[src/sv/pll_register_word_generator_assert.svh]
// Assertion macros used by the PLL register word generator datapath
`ifndef PLL_REGISTER_WORD_GENERATOR_ASSERT_SVH
`define PLL_REGISTER_WORD_GENERATOR_ASSERT_SVH

// Check cons in the same cycle as ante
`define PRWG_ASSERT_IMP(label, ante, cons) \
  label: assert property (@(posedge clk_i) disable iff (!rst_ni) (ante) |-> (cons)) \
    else $error("assertion failed");

// Check cons in the cycle after ante
`define PRWG_ASSERT_NXT(label, ante, cons) \
  label: assert property (@(posedge clk_i) disable iff (!rst_ni) (ante) |=> (cons)) \
    else $error("assertion failed");

`endif

[src/sv/prwg_pkg.sv]
// Types, constants and control program of the PLL register word generator
`default_nettype none

package prwg_pkg;

  localparam int FREQ_W  = 23;
  localparam int WORD_W  = 32;
  localparam int IDX_W   = 3;
  localparam int REFD_W  = 10;
  localparam int QUOT_W  = 13;
  localparam int REM_W   = 10;
  localparam int NUM_REGS = 6;

  localparam logic [FREQ_W-1:0] FREQ_MAX = 23'd4400000;
  localparam logic [FREQ_W-1:0] THR_64   = 23'd69000;
  localparam logic [FREQ_W-1:0] THR_32   = 23'd138000;
  localparam logic [FREQ_W-1:0] THR_16   = 23'd275000;
  localparam logic [FREQ_W-1:0] THR_8    = 23'd550000;
  localparam logic [FREQ_W-1:0] THR_4    = 23'd1100000;
  localparam logic [FREQ_W-1:0] THR_2    = 23'd2200000;

  // floor(x / 1000) == (x * RECIP) >> DIV_SHIFT for every 23-bit x
  localparam int              DIV_SHIFT = 33;
  localparam logic [23:0]     RECIP     = 24'd8589935;
  localparam logic [REM_W-1:0] MODULUS  = 10'd1000;

  localparam logic [REFD_W-1:0] REFD_RESET = 10'd10;

  localparam logic [WORD_W-1:0] REG5_WORD  = 32'h0058_0005;
  localparam logic [WORD_W-1:0] REG4_BASE  = 32'h0000_803C;
  localparam logic [WORD_W-1:0] REG3_WORD  = 32'h0000_1F43;
  localparam logic [WORD_W-1:0] REG2_BASE  = 32'h0000_2E42;
  localparam logic [WORD_W-1:0] REG1_WORD  = 32'h0800_9F41;

  localparam logic [IDX_W-1:0] IDX_R0 = 3'd0;
  localparam logic [IDX_W-1:0] IDX_R1 = 3'd1;
  localparam logic [IDX_W-1:0] IDX_R2 = 3'd2;
  localparam logic [IDX_W-1:0] IDX_R3 = 3'd3;
  localparam logic [IDX_W-1:0] IDX_R4 = 3'd4;
  localparam logic [IDX_W-1:0] IDX_R5 = 3'd5;

  localparam logic [3:0] CODE_DIV64 = 4'hE;
  localparam logic [3:0] CODE_DIV32 = 4'hD;
  localparam logic [3:0] CODE_DIV16 = 4'hC;
  localparam logic [3:0] CODE_DIV8  = 4'hB;
  localparam logic [3:0] CODE_DIV4  = 4'hA;
  localparam logic [3:0] CODE_DIV2  = 4'h9;
  localparam logic [3:0] CODE_DIV1  = 4'h8;

  typedef logic [1:0] step_t;

  localparam step_t STEP_TAKE = 2'd0;
  localparam step_t STEP_QUOT = 2'd1;
  localparam step_t STEP_REM  = 2'd2;
  localparam step_t STEP_EMIT = 2'd3;

  typedef enum logic [1:0] {
    JMP_NEVER,
    JMP_NO_BEAT,
    JMP_EMIT_MORE
  } jmp_e;

  typedef struct packed {
    logic  take_in;
    logic  ld_quot;
    logic  ld_rem;
    logic  emit;
    jmp_e  jmp;
    step_t target;
  } ctrl_t;

  typedef struct packed {
    logic beat_in;
    logic emit_more;
  } stat_t;

  // Control program; the step after STEP_EMIT wraps to STEP_TAKE
  function automatic ctrl_t prog_rom(step_t s);
    ctrl_t c;
    c = '{take_in: 1'b0, ld_quot: 1'b0, ld_rem: 1'b0, emit: 1'b0,
          jmp: JMP_NEVER, target: STEP_TAKE};
    unique case (s)
      STEP_TAKE: begin
        c.take_in = 1'b1;
        c.jmp     = JMP_NO_BEAT;
        c.target  = STEP_TAKE;
      end
      STEP_QUOT: begin
        c.ld_quot = 1'b1;
      end
      STEP_REM: begin
        c.ld_rem = 1'b1;
      end
      STEP_EMIT: begin
        c.emit   = 1'b1;
        c.jmp    = JMP_EMIT_MORE;
        c.target = STEP_EMIT;
      end
    endcase
    return c;
  endfunction

endpackage

`default_nettype wire

[src/sv/prwg_sequencer.sv]
// Step counter and control table of the PLL register word generator
`default_nettype none

module prwg_sequencer
  import prwg_pkg::*;
(
  input  logic  clk_i,
  input  logic  rst_ni,
  input  stat_t stat_i,
  output ctrl_t ctrl_o
);

  step_t step_q, step_d;
  ctrl_t ctrl;
  step_t step_inc;

  assign ctrl     = prog_rom(step_q);
  assign ctrl_o   = ctrl;
  assign step_inc = step_q + step_t'(1);

  always_comb begin
    unique case (ctrl.jmp)
      JMP_NEVER:     step_d = step_inc;
      JMP_NO_BEAT:   step_d = stat_i.beat_in ? step_inc : ctrl.target;
      JMP_EMIT_MORE: step_d = stat_i.emit_more ? ctrl.target : step_inc;
      default:       step_d = step_inc;
    endcase
  end

  always_ff @(posedge clk_i or negedge rst_ni) begin
    if (!rst_ni) begin
      step_q <= STEP_TAKE;
    end else begin
      step_q <= step_d;
    end
  end

endmodule

`default_nettype wire

[src/sv/prwg_datapath.sv]
// Divider select, oscillator split, word build and shadow compare of the PLL word generator
`default_nettype none

`include "pll_register_word_generator_assert.svh"

module prwg_datapath
  import prwg_pkg::*;
(
  input  logic              clk_i,
  input  logic              rst_ni,
  input  ctrl_t             ctrl_i,
  output stat_t             stat_o,
  input  logic              in_valid_i,
  input  logic [FREQ_W-1:0] freq_i,
  input  logic              cfg_we_i,
  input  logic [REFD_W-1:0] cfg_wdata_i,
  input  logic              out_ready_i,
  output logic              out_valid_o,
  output logic [WORD_W-1:0] out_word_o,
  output logic [IDX_W-1:0]  out_idx_o,
  output logic              out_last_o
);

  logic [REFD_W-1:0] refd_q;
  logic [FREQ_W-1:0] osc_q;
  logic [3:0]        code_q;
  logic [QUOT_W-1:0] quot_q;
  logic [REM_W-1:0]  rem_q;
  logic [IDX_W-1:0]  idx_q;
  logic              writing_q;
  logic [WORD_W-1:0] shadow_q [NUM_REGS];

  logic              out_valid_q;
  logic [WORD_W-1:0] out_word_q;
  logic [IDX_W-1:0]  out_idx_q;
  logic              out_last_q;

  logic [FREQ_W-1:0] freq_sat;
  logic [2:0]        shamt;
  logic [3:0]        code_d;
  logic [FREQ_W+5:0] osc_wide;
  logic [46:0]       prod;
  logic [FREQ_W-1:0] rem_full;
  logic [WORD_W-1:0] word;
  logic              beat_in;
  logic              need;
  logic              out_free;
  logic              advance;
  logic              load_out;

  assign beat_in = in_valid_i && ctrl_i.take_in;

  always_comb begin
    freq_sat = (freq_i > FREQ_MAX) ? FREQ_MAX : freq_i;
    priority if (freq_sat < THR_64) begin
      shamt = 3'd6; code_d = CODE_DIV64;
    end else if (freq_sat < THR_32) begin
      shamt = 3'd5; code_d = CODE_DIV32;
    end else if (freq_sat < THR_16) begin
      shamt = 3'd4; code_d = CODE_DIV16;
    end else if (freq_sat < THR_8) begin
      shamt = 3'd3; code_d = CODE_DIV8;
    end else if (freq_sat < THR_4) begin
      shamt = 3'd2; code_d = CODE_DIV4;
    end else if (freq_sat < THR_2) begin
      shamt = 3'd1; code_d = CODE_DIV2;
    end else begin
      shamt = 3'd0; code_d = CODE_DIV1;
    end
    osc_wide = {6'b0, freq_sat} << shamt;
  end

  assign prod     = 47'(osc_q) * 47'(RECIP);
  assign rem_full = osc_q - (FREQ_W'(quot_q) * FREQ_W'(MODULUS));

  always_comb begin
    unique case (idx_q)
      IDX_R5:  word = REG5_WORD;
      IDX_R4:  word = REG4_BASE | {8'b0, code_q, 20'b0};
      IDX_R3:  word = REG3_WORD;
      IDX_R2:  word = REG2_BASE | {8'b0, refd_q, 14'b0};
      IDX_R1:  word = REG1_WORD;
      IDX_R0:  word = {4'b0, quot_q, 2'b0, rem_q, 3'b0};
      default: word = '0;
    endcase
  end

  assign need     = writing_q || (word != shadow_q[idx_q]);
  assign out_free = !out_valid_q || out_ready_i;
  assign advance  = ctrl_i.emit && (!need || out_free);
  assign load_out = ctrl_i.emit && need && out_free;

  assign stat_o = '{beat_in: beat_in, emit_more: !(advance && (idx_q == IDX_R0))};

  always_ff @(posedge clk_i or negedge rst_ni) begin
    if (!rst_ni) begin
      refd_q <= REFD_RESET;
    end else if (cfg_we_i) begin
      refd_q <= cfg_wdata_i;
    end
  end

  always_ff @(posedge clk_i) begin
    if (beat_in) begin
      osc_q  <= osc_wide[FREQ_W-1:0];
      code_q <= code_d;
    end
    if (ctrl_i.ld_quot) begin
      quot_q <= prod[DIV_SHIFT +: QUOT_W];
    end
    if (ctrl_i.ld_rem) begin
      rem_q <= rem_full[REM_W-1:0];
    end
    if (load_out) begin
      out_word_q <= word;
      out_idx_q  <= idx_q;
      out_last_q <= (idx_q == IDX_R0);
    end
  end

  always_ff @(posedge clk_i or negedge rst_ni) begin
    if (!rst_ni) begin
      idx_q       <= IDX_R5;
      writing_q   <= 1'b0;
      out_valid_q <= 1'b0;
      for (int i = 0; i < NUM_REGS; i++) begin
        shadow_q[i] <= '0;
      end
    end else begin
      if (ctrl_i.ld_rem) begin
        idx_q     <= IDX_R5;
        writing_q <= 1'b0;
      end else if (advance) begin
        idx_q <= idx_q - IDX_W'(1);
      end
      if (load_out) begin
        writing_q        <= 1'b1;
        shadow_q[idx_q]  <= word;
        out_valid_q      <= 1'b1;
      end else if (out_ready_i) begin
        out_valid_q <= 1'b0;
      end
    end
  end

  assign out_valid_o = out_valid_q;
  assign out_word_o  = out_word_q;
  assign out_idx_o   = out_idx_q;
  assign out_last_o  = out_last_q;

  `PRWG_ASSERT_IMP(a_last_is_reg0, out_valid_q && out_last_q, out_idx_q == IDX_R0)
  `PRWG_ASSERT_NXT(a_shadow_follows, load_out, shadow_q[$past(idx_q)] == $past(word))
  `PRWG_ASSERT_NXT(a_stall_holds_idx, ctrl_i.emit && need && !out_free,
                   idx_q == $past(idx_q))

endmodule

`default_nettype wire

[src/sv/pll_register_word_generator.sv]
// Top level of the PLL register word generator
//
// Input stream: one beat carries a target output frequency in kHz in
// s_axis_tdata; values above 4400000 are clamped. Output stream: one beat per
// synthesizer register word that must be written, register 5 down to 0, with
// the register number in m_axis_tuser and tlast on register 0. Once one word
// differs from its last written copy, every lower register follows it; an
// item that changes nothing yields no beat.
// cfg_we_i loads the reference counter (reset value 10); it applies to the next
// register 2 word built and, when the value changes, sends registers 2, 1 and 0 out.
// Sequence: accept in one step, two steps for the divide by 1000 (reciprocal
// multiply, then remainder), then one step per register over the six shadow
// registers. With the receiver ready an item passes through one take, two
// divide and six emit steps before the next beat is taken. A receiver stall
// holds the loop on the current register and holds the output beat.
// Reset clears the step counter, the output valid and all six shadow copies,
// so the first item after reset emits all six words.
`default_nettype none

module pll_register_word_generator
  import prwg_pkg::*;
(
  input  logic              clk_i,
  input  logic              rst_ni,
  input  logic              s_axis_tvalid,
  output logic              s_axis_tready,
  input  logic [23:0]       s_axis_tdata,   // [22:0] frequency_khz, [23] zero
  input  logic              cfg_we_i,
  input  logic [REFD_W-1:0] cfg_wdata_i,    // ref_divider
  output logic              m_axis_tvalid,
  input  logic              m_axis_tready,
  output logic [WORD_W-1:0] m_axis_tdata,   // [31:0] reg_word
  output logic [IDX_W-1:0]  m_axis_tuser,   // [2:0] reg_index
  output logic              m_axis_tlast    // last_of_run
);

  ctrl_t ctrl;
  stat_t stat;

  assign s_axis_tready = ctrl.take_in;

  prwg_sequencer u_seq (
    .clk_i  (clk_i),
    .rst_ni (rst_ni),
    .stat_i (stat),
    .ctrl_o (ctrl)
  );

  prwg_datapath u_dp (
    .clk_i       (clk_i),
    .rst_ni      (rst_ni),
    .ctrl_i      (ctrl),
    .stat_o      (stat),
    .in_valid_i  (s_axis_tvalid),
    .freq_i      (s_axis_tdata[FREQ_W-1:0]),
    .cfg_we_i    (cfg_we_i),
    .cfg_wdata_i (cfg_wdata_i),
    .out_ready_i (m_axis_tready),
    .out_valid_o (m_axis_tvalid),
    .out_word_o  (m_axis_tdata),
    .out_idx_o   (m_axis_tuser),
    .out_last_o  (m_axis_tlast)
  );

endmodule

`default_nettype wire
[config.mk]
export PLATFORM = sky130hd
export DESIGN_NAME = pll_register_word_generator
export DESIGN_NICKNAME = d
export VERILOG_FILES = /design/src/sv/prwg_pkg.sv /design/src/sv/prwg_sequencer.sv /design/src/sv/prwg_datapath.sv /design/src/sv/pll_register_word_generator.sv
export VERILOG_INCLUDE_DIRS = /design/src /design/src/sv
export SDC_FILE = /design/constraint.sdc
export NUM_CORES = 1
export LEC_CHECK = 0
export BUFFER_PORTS_ARGS = -buffer_cell sky130_fd_sc_hd__clkbuf_2
export CAP_MARGIN = 20
export CORE_MARGIN = 8
export CORE_UTILIZATION = 53
export DETAILED_ROUTE_END_ITERATION = 10
export GPL_ROUTABILITY_DRIVEN = 1
export PLACE_DENSITY = 0.8
export SYNTH_ARGS = -nofsm -noshare
export SYNTH_HDL_FRONTEND = slang
export SYNTH_HIERARCHICAL = 1
export SYNTH_SLANG_ARGS = --single-unit
[constraint.sdc]
create_clock -name clk_i -period 19.27 [get_ports clk_i]
set_input_delay 3.854 -clock clk_i [delete_from_list [all_inputs] [get_ports clk_i]]
set_output_delay 3.854 -clock clk_i [all_outputs]
set_load 0.1 [all_outputs]
==> results.md <==
- Count of port buffers added during placement: 71
- Hold crit path type: reg -> reg
- Time the worst path needs with I/O delays and setup: 7.50 ns
- Critical path required time: around 20 ns
- CP Launch Type: register
- Wire per inst: ~20 microns
- Cell repeated most along the worst path: fa_1
- Fillcell total: 3185
- Fmax: between 100 and 150 MHz
- Slew margin rel.: between 20% and 30%
- Hold buffer count at cts: 0
- CP Buf/Inv Count: 4
- Final hold viol count: 0
- Warnings, synthesis: 6
- Worst Skew: approximately 0.023 ns
- Number of levels in the clock H-tree: 1
- Count of antenna diodes in the layout: 0
- Result of the run: complete, no violations
- Via count of the first global-routing pass: 15081
- Instance count after placement with tap cells included: approximately 2400
- Number of setup violations in the final report: 0
- HPWL after detailed placement: between 30000 and 40000 microns
- Die Y-Extent: between 200 and 250 microns
- Arrival time of data at the critical path endpoint: slightly below 8 ns
- Setup repair after global routing missed its margin: no
- Layout Nets: about 2400
- Max-capacitance violation count: 0
- Number of setup buffers added after CTS: 0
- Number of buffers added by the clock tree synthesis step: 26
- Cell-by-cell trace of the critical path: fa_1, inv_1, fa_1, inv_1, fa_1, fa_1, fa_1, inv_1, fa_1, inv_1, fa_1, ha_1, a21oi_1, o21a_1, o22ai_1, a21oi_1, o22ai_1, o31ai_1, o21ai_0, a211oi_1, nor2_1
- Area grow syn2layout: 7.73%
- Worst Tran Pin Value: around 1.1 ns
- Clk slew on worst S/H paths: 0.06 ns
- Final max-slew violation count: 0
- Antenna violations before repair: 0
- Effective utilization at floorplan: between 50% and 60%
- Remaining global-route overflow: 0
- Clock latency on the worst-skew pair: 0.55 ns
- Wire length of the first global-routing pass: roughly 81000 microns
- Total Neg Setup Slack: 0 ns
- Std-Cell Core Area: slightly above 40000 sq um
- Gate count of the mapped netlist: between 1500 and 2000
- Iter 0 DRT Violations: 1187
- Die outline area: roughly 47000 sq um
- Maximum buffer depth of the clock tree: 3
- Utilization after layout: about 57%
- Post-detailed-route count of antenna-violating nets: 0
- RD Place Congestion: around 0.9
- Critical setup path kind: reg -> reg
- Number of I/O pins: between 70 and 80
- Post-synthesis average cell area: approximately 12 sq um
- Critical path's top delay family: adder cells
- Syn Std Cell Area: approximately 22000 sq um
- Row cnt: 74
- Share of post-route cells with drive strength above 1: 17.3%
- Count of unresolved DRC violations after routing: 0
- Horizontal die dimension: between 200 and 250 microns
- Critical Path Slowest Stage Cell: o31ai_1
- Vias per cell: between 5 and 6
- Critical path fanouts, max: 8
- Initial DRT Pass Iterations: 5
- Total number of vias: approximately 14000
- Tcrit/Tclk final: 38.9%
- Root Buffer Master: clkbuf_16
- Wirelength, routed: around 50000 microns
- Critical path's largest stage delay: 0.71 ns
- Worst Setup End Kind: register
- GRT Overall Usage: a little over a fifth
- Final Non-Filler Cells: between 2000 and 2500
- Number of cells upsized or downsized after cts: 0
- # clock sinks: 266
- TritonCTS clock tree: yes
- Maximum number of pins on one net before global-route repair: 130
-- layout make-up --
type	instances	area [sq um]	area share [%]
inverters	325	1220	5.26
repair buffers	83	478	2.06
clock buffers	41	807	3.48
multi-input cells	1201	12900	55.5
flip-flops and latches	266	7070	30.5
clock inverters	7	73.8	0.318
well taps	532	666	2.87
-- layout by cell type (no fill, tap or decap), types with 13 or more instances in the layout --
| cell | n |
|---|---|
| inv_1 | 322 |
| ha_1 | 265 |
| dfrtp_1 | 180 |
| fa_1 | 159 |
| mux2_2 | 116 |
| edfxtp_1 | 81 |
| clkbuf_2 | 70 |
| a21oi_1 | 54 |
| nand2_1 | 50 |
| o21ai_0 | 48 |
| and2_1 | 43 |
| nor2_1 | 41 |
| mux2_4 | 36 |
| xnor2_1 | 35 |
| clkbuf_16 | 26 |
| mux4_2 | 24 |
| mux2i_1 | 23 |
| a22oi_1 | 21 |
| a21o_1 | 19 |
| nand3_1 | 19 |
| xor2_1 | 18 |
| o21a_1 | 14 |
| nor2b_1 | 13 |
| nor3_1 | 13 |
| a211oi_1 | 13 |
-- routing by layer --
| layer | share of wire (%) | vias up | GRT usage, % | wire length (microns) |
|---|---|---|---|---|
| met4 | 2.9 | 0 | 5.88 | 1460 |
| met3 | 5.6 | 91 | 2.55 | 2820 |
| met2 | 50 | 445 | 37.1 | 24900 |
| met1 | 42 | 7186 | 27.6 | 20800 |
| met5 | 0 | - | 0 | 0 |
| li1 | - | 6461 | - | - |
-- through the flow --
step	worst slack (ns)	cell area, sq um	hold slack (ns)
2_1_floorplan	12.49	21500	0.444
3_3_place_gp	11.61	22300	0.461
3_5_place_dp	11.58	22300	0.467
4_1_cts	11.85	23200	0.486
5_1_grt	11.50	23200	0.505
6_report	11.77	23200	0.482
-- worst register-to-register path: cells and delay by family (launching register included) --
kind / cells / cell delay (ns)
adders and majority gates: 8 / 4.13
AOI/OAI and AO/OA: 8 / 2.20
DFF: 1 / 0.61
buffers and inverters: 4 / 0.25
and+or+nand+nor: 1 / 0.07
-- registers in the layout, indices dropped and copies added (netlist names), 3 cells and up --
register,count
u_dp/shadow_q,168
u_dp/out_idx_o,3
u_dp/rem_q,10
u_dp/code_q,3
u_dp/out_word_o,28
u_dp/quot_q,13
u_dp/refd_q,10
u_dp/osc_q,23
u_dp/idx_q,3
-- path summary, 6_finish.rpt --
| path | to | start | depth (start not counted) | slack (ns) |
|---|---|---|---|---|
| max | u_dp/quot_q[9] | u_dp/osc_q[21] | 21 | 11.77 |
| min | u_dp/shadow_q[1] | u_dp/shadow_q[1] | 1 | 0.48 |
| max reg2reg | u_dp/quot_q[9] | u_dp/osc_q[21] | 21 | 11.77 |
| min reg2reg | u_dp/shadow_q[1] | u_dp/shadow_q[1] | 1 | 0.48 |
| max in group asynchronous | u_dp/idx_q[1] | rst_ni | 2 | 14.91 |
| min in group asynchronous | u_dp/shadow_q[165] | rst_ni | 1 | 3.23 |
Power is not shown: default switching activity piles up to over one toggle a cycle in this logic, so the estimate is an artifact.
